File: config.mk
export PLATFORM = sky130hd
export DESIGN_NAME = alarm_line_window_monitor_core
export DESIGN_NICKNAME = d
export VERILOG_FILES = /design/src/sv/alwm_pkg.sv /design/src/sv/alarm_line_window_monitor_core.sv /design/src/sv/alwm_lane.sv /design/src/sv/alwm_merge.sv
export VERILOG_INCLUDE_DIRS = /design/src /design/src/sv
export SDC_FILE = /design/constraint.sdc
export NUM_CORES = 1
export LEC_CHECK = 0
export BUFFER_PORTS_ARGS = -buffer_cell sky130_fd_sc_hd__buf_2
export CAP_MARGIN = 20
export CORE_ASPECT_RATIO = 0.9
export CORE_MARGIN = 5
export CORE_UTILIZATION = 55
export CTS_BUF_LIST = sky130_fd_sc_hd__clkbuf_2 sky130_fd_sc_hd__clkbuf_4 sky130_fd_sc_hd__clkbuf_8
export DETAILED_ROUTE_END_ITERATION = 12
export GPL_TIMING_DRIVEN = 0
export HOLD_SLACK_MARGIN = 0.15
export PLACE_DENSITY = 0.74
export SETUP_SLACK_MARGIN = 0.15
export SLEW_MARGIN = 0
export SYNTH_ARGS = -nofsm -noshare
export SYNTH_HDL_FRONTEND = slang
export SYNTH_HIERARCHICAL = 1
export SYNTH_SLANG_ARGS = --single-unit
File: constraint.sdc
create_clock -name clock -period 6.04 [get_ports clock]
set_input_delay 0.302 -clock clock [delete_from_list [all_inputs] [get_ports clock]]
set_output_delay 0.302 -clock clock [all_outputs]
set_load 0.01 [all_outputs]
File: src/sv/alarm_line_window_monitor_core_defines.svh
// Assertion macros for the alarm line window monitor.
// Used by the RTL files in this folder; expects clock and reset in scope.
`ifndef ALARM_LINE_WINDOW_MONITOR_CORE_DEFINES_SVH
`define ALARM_LINE_WINDOW_MONITOR_CORE_DEFINES_SVH
`ifndef ASSERT_OFF
`define ALWM_ASSERT(lbl, prop, msg) \
   lbl: assert property (@(posedge clock) disable iff (reset) prop) else $error(msg);
`define ALWM_ASSERT_ALWAYS(lbl, prop, msg) \
   lbl: assert property (@(posedge clock) prop) else $error(msg);
`else
`define ALWM_ASSERT(lbl, prop, msg)
`define ALWM_ASSERT_ALWAYS(lbl, prop, msg)
`endif
`endif

File: src/sv/alwm_pkg.sv
// Shared constants and types of the alarm line window monitor.
// No dependencies; imported by every module of the block.
`default_nettype none

package alwm_pkg;

   localparam int LINES    = 4;
   // The number of samples per set must be a power of two: the mean is a shift.
   localparam int SAMPLES  = 16;
   localparam int SAMPLE_W = 12;
   localparam int WINDOW_W = 24;
   localparam int SUM_W    = $clog2(SAMPLES * 4095 + 1);
   localparam int CNT_W    = (SAMPLES > 1) ? $clog2(SAMPLES) : 1;
   localparam int SAMPLE_SHIFT = $clog2(SAMPLES);
   localparam int CSR_INDEX_W  = 3;
   localparam int CSR_DATA_W   = WINDOW_W;

   localparam logic [SUM_W-1:0] SAMPLES_SUM = SUM_W'(SAMPLES);
   localparam logic [CNT_W-1:0] LAST_COUNT  = CNT_W'(SAMPLES - 1);
   localparam logic [WINDOW_W-1:0] WINDOW_RESET = 24'hFFF000;

   typedef enum logic [CSR_INDEX_W-1:0] {
      CSR_WINDOW_LINE0 = 3'd0,
      CSR_WINDOW_LINE1 = 3'd1,
      CSR_WINDOW_LINE2 = 3'd2,
      CSR_WINDOW_LINE3 = 3'd3,
      CSR_ACTIVE_MASK  = 3'd4,
      CSR_SILENT_MASK  = 3'd5
   } csr_index_type;

   typedef struct packed {
      logic acc_en;
      logic last;
   } lane_ctl_type;

   typedef struct packed {
      logic s1_valid;
      logic armed;
      logic clear_acc;
   } merge_ctl_type;

endpackage

`default_nettype wire

File: src/sv/alarm_line_window_monitor_core.sv
// Alarm line window monitor. Each item carries one 12-bit code per alarm line;
// items may arrive in every cycle, held off by req_stall. Four lanes add the codes
// of a set of 16 items, and on the item that completes a set the finished sums move
// to a holding stage; once the result register is free they are compared with the
// per-line windows and the verdicts load it. The per-line add sets the rate of one
// item per clock while req_stall is low. The holding stage and result register let
// one more completed set be taken while a result is stalled.
// Depends on alwm_pkg, alwm_lane, alwm_merge and the defines header.
`default_nettype none

`include "alarm_line_window_monitor_core_defines.svh"

module alarm_line_window_monitor_core (
   input  wire logic                             clock,
   input  wire logic                             reset,
   input  wire logic                             csr_write_enable,
   input  wire logic [alwm_pkg::CSR_INDEX_W-1:0] csr_index,
   input  wire logic [alwm_pkg::CSR_DATA_W-1:0]  csr_write_data,
   input  wire logic                             req_valid,
   output logic                                  req_stall,
   input  wire logic [alwm_pkg::SAMPLE_W-1:0]    req_sample_line0,
   input  wire logic [alwm_pkg::SAMPLE_W-1:0]    req_sample_line1,
   input  wire logic [alwm_pkg::SAMPLE_W-1:0]    req_sample_line2,
   input  wire logic [alwm_pkg::SAMPLE_W-1:0]    req_sample_line3,
   input  wire logic                             req_system_armed,
   input  wire logic                             req_clear_alarm,
   output logic                                  rsp_valid,
   input  wire logic                             rsp_stall,
   output logic [alwm_pkg::SAMPLE_W-1:0]         rsp_mean_line0,
   output logic [alwm_pkg::SAMPLE_W-1:0]         rsp_mean_line1,
   output logic [alwm_pkg::SAMPLE_W-1:0]         rsp_mean_line2,
   output logic [alwm_pkg::SAMPLE_W-1:0]         rsp_mean_line3,
   output logic [alwm_pkg::LINES-1:0]            rsp_violation_mask,
   output logic                                  rsp_contact_open,
   output logic                                  rsp_silent_alarm,
   output logic                                  rsp_loud_alarm
);
   import alwm_pkg::*;

   logic [WINDOW_W-1:0] window_ff [LINES];
   logic [WINDOW_W-1:0] window_in [LINES];
   logic [LINES-1:0]    active_ff;
   logic [LINES-1:0]    active_in;
   logic [LINES-1:0]    silent_mask_ff;
   logic [LINES-1:0]    silent_mask_in;
   logic [CNT_W-1:0]    count_ff;
   logic [CNT_W-1:0]    count_in;
   logic                s1_valid_ff;
   logic                s1_valid_in;
   logic                armed_ff;
   logic                req_accept;
   logic                last;
   logic                adv;
   lane_ctl_type        lane_ctl;
   merge_ctl_type       merge_ctl;
   logic [LINES-1:0][SAMPLE_W-1:0] samples;
   logic [LINES-1:0][SAMPLE_W-1:0] lane_mean;
   logic [LINES-1:0]               lane_viol;
   logic [LINES-1:0][SAMPLE_W-1:0] rsp_mean;

   // Configuration registers.
   always_comb begin
      for (int k = 0; k < LINES; k++) begin
         window_in[k] = window_ff[k];
      end
      active_in      = active_ff;
      silent_mask_in = silent_mask_ff;
      if (csr_write_enable) begin
         case (csr_index)
            CSR_WINDOW_LINE0: window_in[0]    = csr_write_data;
            CSR_WINDOW_LINE1: window_in[1]    = csr_write_data;
            CSR_WINDOW_LINE2: window_in[2]    = csr_write_data;
            CSR_WINDOW_LINE3: window_in[3]    = csr_write_data;
            CSR_ACTIVE_MASK:  active_in       = csr_write_data[LINES-1:0];
            CSR_SILENT_MASK:  silent_mask_in  = csr_write_data[LINES-1:0];
            default: begin
            end
         endcase
      end
   end

   always_ff @(posedge clock) begin
      if (reset) begin
         for (int k = 0; k < LINES; k++) begin
            window_ff[k] <= WINDOW_RESET;
         end
         active_ff      <= '0;
         silent_mask_ff <= '0;
      end else begin
         window_ff      <= window_in;
         active_ff      <= active_in;
         silent_mask_ff <= silent_mask_in;
      end
   end

   // Input handshake and set counter.
   assign req_stall  = s1_valid_ff && !adv;
   assign req_accept = req_valid && !req_stall;
   assign last       = (count_ff == LAST_COUNT);

   always_comb begin
      count_in    = count_ff;
      s1_valid_in = s1_valid_ff && !adv;
      if (req_accept) begin
         count_in = last ? '0 : count_ff + CNT_W'(1);
         if (last) begin
            s1_valid_in = 1'b1;
         end
      end
   end

   always_ff @(posedge clock) begin
      if (reset) begin
         count_ff    <= '0;
         s1_valid_ff <= 1'b0;
      end else begin
         count_ff    <= count_in;
         s1_valid_ff <= s1_valid_in;
      end
   end

   // Only the item that completes a set decides whether the system is armed.
   always_ff @(posedge clock) begin
      if (req_accept && last) begin
         armed_ff <= req_system_armed;
      end
   end

   assign lane_ctl.acc_en = req_accept;
   assign lane_ctl.last   = last;

   assign samples[0] = req_sample_line0;
   assign samples[1] = req_sample_line1;
   assign samples[2] = req_sample_line2;
   assign samples[3] = req_sample_line3;

   for (genvar g = 0; g < LINES; g++) begin : g_lane
      alwm_lane u_lane (
         .clock  (clock),
         .reset  (reset),
         .ctl    (lane_ctl),
         .sample (samples[g]),
         .window (window_ff[g]),
         .active (active_ff[g]),
         .mean   (lane_mean[g]),
         .viol   (lane_viol[g])
      );
   end

   assign merge_ctl.s1_valid  = s1_valid_ff;
   assign merge_ctl.armed     = armed_ff;
   assign merge_ctl.clear_acc = req_accept && req_clear_alarm;

   alwm_merge u_merge (
      .clock              (clock),
      .reset              (reset),
      .ctl                (merge_ctl),
      .silent_mask        (silent_mask_ff),
      .lane_mean          (lane_mean),
      .lane_viol          (lane_viol),
      .rsp_stall          (rsp_stall),
      .adv                (adv),
      .rsp_valid          (rsp_valid),
      .rsp_mean           (rsp_mean),
      .rsp_violation_mask (rsp_violation_mask),
      .rsp_contact_open   (rsp_contact_open),
      .rsp_silent_alarm   (rsp_silent_alarm),
      .rsp_loud_alarm     (rsp_loud_alarm)
   );

   assign rsp_mean_line0 = rsp_mean[0];
   assign rsp_mean_line1 = rsp_mean[1];
   assign rsp_mean_line2 = rsp_mean[2];
   assign rsp_mean_line3 = rsp_mean[3];

   `ALWM_ASSERT(a_set_fill, !s1_valid_ff ##1 s1_valid_ff |-> $past(req_accept && last), "finished sums appeared without a completing item")
   `ALWM_ASSERT(a_count_wrap, req_accept && last |=> count_ff == '0, "set counter did not restart after the last item")
   `ALWM_ASSERT(a_open_mask, rsp_valid |-> rsp_contact_open == (|rsp_violation_mask), "contact open disagrees with the violation mask")
   `ALWM_ASSERT(a_silent_clear, rsp_valid && rsp_violation_mask == '0 |-> !rsp_silent_alarm, "silent alarm held without a violation")
   `ALWM_ASSERT_ALWAYS(a_no_overrun, s1_valid_ff && !adv |-> !req_accept, "item accepted while finished sums were blocked")

endmodule

`default_nettype wire

File: src/sv/alwm_lane.sv
// One alarm line: sample accumulator, finished-sum register and window compare.
// Depends on alwm_pkg.
`default_nettype none

module alwm_lane (
   input  wire logic                          clock,
   input  wire logic                          reset,
   input  wire alwm_pkg::lane_ctl_type        ctl,
   input  wire logic [alwm_pkg::SAMPLE_W-1:0] sample,
   input  wire logic [alwm_pkg::WINDOW_W-1:0] window,
   input  wire logic                          active,
   output logic [alwm_pkg::SAMPLE_W-1:0]      mean,
   output logic                               viol
);
   import alwm_pkg::*;

   logic [SUM_W-1:0] acc_ff;
   logic [SUM_W-1:0] acc_in;
   logic [SUM_W-1:0] done_ff;
   logic [SUM_W-1:0] sum_next;
   logic [SUM_W-1:0] lo_lim;
   logic [SUM_W-1:0] hi_lim;

   assign sum_next = acc_ff + SUM_W'(sample);

   always_comb begin
      acc_in = acc_ff;
      if (ctl.acc_en) begin
         acc_in = ctl.last ? '0 : sum_next;
      end
   end

   always_ff @(posedge clock) begin
      if (reset) begin
         acc_ff <= '0;
      end else begin
         acc_ff <= acc_in;
      end
   end

   // The finished sum waits here until the merge stage takes it.
   always_ff @(posedge clock) begin
      if (ctl.acc_en && ctl.last) begin
         done_ff <= sum_next;
      end
   end

   // Comparing against threshold times SAMPLES is the exact averaged test.
   assign lo_lim = SUM_W'(window[SAMPLE_W-1:0]) * SAMPLES_SUM;
   assign hi_lim = SUM_W'(window[WINDOW_W-1:SAMPLE_W]) * SAMPLES_SUM;
   assign viol   = active && ((done_ff >= hi_lim) || (done_ff <= lo_lim));
   assign mean   = SAMPLE_W'(done_ff >> SAMPLE_SHIFT);

endmodule

`default_nettype wire

File: src/sv/alwm_merge.sv
// Merge stage: combines the lane verdicts, keeps the alarm flags, holds the result.
// Depends on alwm_pkg.
`default_nettype none

module alwm_merge (
   input  wire logic                                     clock,
   input  wire logic                                     reset,
   input  wire alwm_pkg::merge_ctl_type                  ctl,
   input  wire logic [alwm_pkg::LINES-1:0]               silent_mask,
   input  wire logic [alwm_pkg::LINES-1:0][alwm_pkg::SAMPLE_W-1:0] lane_mean,
   input  wire logic [alwm_pkg::LINES-1:0]               lane_viol,
   input  wire logic                                     rsp_stall,
   output logic                                          adv,
   output logic                                          rsp_valid,
   output logic [alwm_pkg::LINES-1:0][alwm_pkg::SAMPLE_W-1:0] rsp_mean,
   output logic [alwm_pkg::LINES-1:0]                    rsp_violation_mask,
   output logic                                          rsp_contact_open,
   output logic                                          rsp_silent_alarm,
   output logic                                          rsp_loud_alarm
);
   import alwm_pkg::*;

   logic rsp_valid_ff;
   logic rsp_valid_in;
   logic silent_ff;
   logic silent_in;
   logic loud_ff;
   logic loud_in;
   logic viol_any;
   logic silent_set;
   logic loud_set;
   logic silent_after;
   logic loud_after;
   logic [LINES-1:0][SAMPLE_W-1:0] mean_ff;
   logic [LINES-1:0] viol_ff;
   logic open_ff;
   logic silent_out_ff;
   logic loud_out_ff;

   assign adv = ctl.s1_valid && (!rsp_valid_ff || !rsp_stall);

   assign viol_any     = |lane_viol;
   assign silent_set   = ctl.armed && |(lane_viol & silent_mask);
   assign loud_set     = ctl.armed && |(lane_viol & ~silent_mask);
   assign silent_after = viol_any && (silent_ff || silent_set);
   assign loud_after   = loud_ff || loud_set;

   always_comb begin
      rsp_valid_in = rsp_valid_ff && rsp_stall;
      silent_in    = silent_ff;
      loud_in      = loud_ff;
      if (adv) begin
         rsp_valid_in = 1'b1;
         silent_in    = silent_after;
         loud_in      = loud_after;
      end
      // A clear of the loud flag on an item accepted at this edge comes after the merged set.
      if (ctl.clear_acc) begin
         loud_in = 1'b0;
      end
   end

   always_ff @(posedge clock) begin
      if (reset) begin
         rsp_valid_ff <= 1'b0;
         silent_ff    <= 1'b0;
         loud_ff      <= 1'b0;
      end else begin
         rsp_valid_ff <= rsp_valid_in;
         silent_ff    <= silent_in;
         loud_ff      <= loud_in;
      end
   end

   always_ff @(posedge clock) begin
      if (adv) begin
         mean_ff       <= lane_mean;
         viol_ff       <= lane_viol;
         open_ff       <= viol_any;
         silent_out_ff <= silent_after;
         loud_out_ff   <= loud_after;
      end
   end

   assign rsp_valid          = rsp_valid_ff;
   assign rsp_mean           = mean_ff;
   assign rsp_violation_mask = viol_ff;
   assign rsp_contact_open   = open_ff;
   assign rsp_silent_alarm   = silent_out_ff;
   assign rsp_loud_alarm     = loud_out_ff;

endmodule

`default_nettype wire
==> impl_metrics.yaml <==
outcome:
  status: "finished clean"
grt:
  grt.total_usage_pct: 23.62
  grt_pass1_wl_um: 61860
  gr-total-overflow: 0
  antenna_found_initial: 3
  grt_pass1_vias: 12400
  grt_max_degree: 29
logic_synthesis:
  syn-cell-area_mm2: 0.01584
  syn_area_per_cell_um2: 9.650
  yosys_warnings: 6
  synth-main-ff-cell: "dfxtp_1"
  yosysTopAreaCell: "edfxtp_1"
  ys_types: 89
  syn-num-nets: 1872
  yosysMostFrequentCell: "nand2_1"
  synthTopCellsByCount: "nand2_1, dfxtp_1, a21oi_1"
  syn_inst: 1641
  synth_seq_cells: 296
  netlist.area_leader.share_pct: 22.76
  synth_edf_count: 120
  synthTopCellsByArea: "edfxtp_1, dfxtp_1, ha_1"
  ys_async_sr_fraction_pct: 0
  synth-seq-area-share_pct: 45.01
sta:
  relSlewSlack_pct: 32.59
  finalCritPeriodShare_pct: 62.92
  whs_ns: 0.1888
  hold_viol_final: 0
  fin_worst_skew_ns: 0.02784
  fin_crit_ns: 3.801
  final-setup-viol-count: 0
  worst_pin_slew_ns: 1.011
  rsz0062_at_grt: "false"
  max_freq_mhz: 263.1
  maxSlewViolCount: 0
clocking:
  cts_max_level: 2
  postCtsHoldBufs: 36
  root_buffer: "clkbuf_8"
  cts_buffers: 49
  cts_tree: "built"
  clk_pin_slew_ns: 0.06
  cts_resized: 0
  cts_sinks: 296
  post-cts-setup-buffers: 0
  clockBufferDepth: 3
  clkLatencyLatePin_ns: 0.57
worst_hold_path:
  hp-class: "input pin to flip-flop"
worst_setup_path:
  critPathLaunchType: "input pin"
  critical_path_class: "input pin to flip-flop"
  worstPathArrival_ns: 4.00
  worstSetupEndpointType: "flip-flop"
  path_max_fanout: 27
  crit_required_ns: 6.24
placed_design:
  post-dp-hpwl_um: 28830
  portBuffers: 135
  routabilityCongestion: 0.9129
cells_and_area:
  drive_gt1_share_pct: 18.15
  n_fill_cell: 2364
  multi_input_area_mm2: 0.007550
  seq_area_mm2: 0.007127
  nets: 2096
  syn_to_final_growth_pct: 16.96
route:
  drtIter0Drc: 775
  drc: 0
  antenna_left: 0
  wire_per_inst_um: 17.15
  via_count: 12662
  drt-total-wl_um: 39020
  first_pass_iters: 5
  detail_route.vias_per_cell: 5.566
power_and_ir_drop:
  power.leakage_nw: 7.950
  seqPwrFrac_pct: 44.3
  power_density_mw_per_mm2: 269.1
  peakVddDrop_mv: 0.2365
  combPwrFrac_pct: 15.8
  p_int_w: 0.003660
  p_sw_w: 0.001324
  power_w: 0.004984
  switching_share_pct: 26.56
  clkPwrFrac_pct: 39.9
die:
  die_h_um: 171.0
  core.rowCount: 59
  io_pins: 139
  dieArea_mm2: 0.03229
  start_util_pct: 55.29
  die_w_um: 188.9
  core_area_mm2: 0.02864
flow_run:
  drv_cap: 0
-- final cells by class --
cell class	count	area share, %
sequential	296	38.48
inverter	118	2.392
clock buffer	75	5.067
clock inverter	17	0.9864
antenna	3	0.04053
timing repair buffer	173	5.851
multi-input combinational	1109	40.76
buffer	118	3.945
tap	366	2.473
-- routing by layer --
layer  vias up  global-route usage, %  wire length, µm
li1       6245                      -                -
met1      5954                  31.08            17090
met2       385                  39.38            18010
met3        78                  4.651             2807
met4         0                  8.204             1117
met5         -                      0                0
-- cell families after synthesis --
family / count (synthesis) / share of synthesized area [%]
and+or+nand+nor: 530 / 16.84
muxes: 9 / 0.5689
adders and majority gates: 149 / 11.96
buffers and inverters: 236 / 7.411
xor gates and xnor gates: 54 / 2.987
AOI/OAI and AO/OA: 367 / 15.23
DFF: 296 / 45.01
-- registers in the layout, summed over array words and instances, names as in the netlist, 4 cells and up --
register and cells:
active_ff 4, count_ff 4, g_lane.u_lane/acc_ff 64, g_lane.u_lane/done_ff 64, silent_mask_ff 4, u_merge/rsp_mean 48, u_merge/rsp_violation_mask 4, window_ff 96
-- layout by cell type, fill, tap and decap left out, types with 51 or more instances in the layout --
master      n
a21oi_1   172
buf_2     151
buf_4      51
clkbuf_8   63
dfxtp_1   176
edfxtp_1  120
ha_1      145
inv_1     118
nand2_1   201
nor2_1     98
-- worst paths after layout --
path                       from                     endpoint  slack [ns]  cells after the start
hold reg to reg   window_ff[74]                window_ff[74]        0.45                      2
hold / removal     csr_index[2]                window_ff[74]        0.19                      4
setup reg to reg    s1_valid_ff  g_lane[1].u_lane/done_ff[2]        2.26                      6
setup / recovery      rsp_stall  g_lane[1].u_lane/done_ff[2]        2.24                      8
-- worst max-delay path, stage by stage --
cell           delay, ns
dlygate4sd3_1       0.53
buf_2               0.14
a21boi_4            0.70
nand2b_1            0.31
inv_1               0.16
nor2_4              0.71
clkbuf_1            0.40
and2_1              0.72
-- power by group through the flow --
| stage | clock network [W] | registers, W | logic [W] |
|---|---|---|---|
| finish | 0.00199 | 0.00221 | 0.000788 |
| global route | 0.00213 | 0.00221 | 0.000871 |
| CTS | 0.00203 | 0.00221 | 0.000781 |
| detailed placement | 0 | 0.00225 | 0.000756 |
| global placement | 0 | 0.00224 | 0.000738 |
| floorplan | 0 | 0.00224 | 0.000573 |
-- per-stage QoR --
step | cell area [µm²] | TNS, ns | utilization [%] | instances | worst slack (ns)
CTS | 18510 | 0 | 64.63 | 2272 | 2.254
detailed placement | 17030 | 0 | 59.46 | 2144 | 2.181
finish | 18520 | 0 | 64.66 | 2275 | 2.239
global route | 18520 | 0 | 64.66 | 2275 | 1.912
floorplan | 15840 | 0 | - | 1641 | 1.585
global placement | 16970 | -100.26 | 59.24 | 2142 | -1.212
Power figures use the tool's default switching activity.
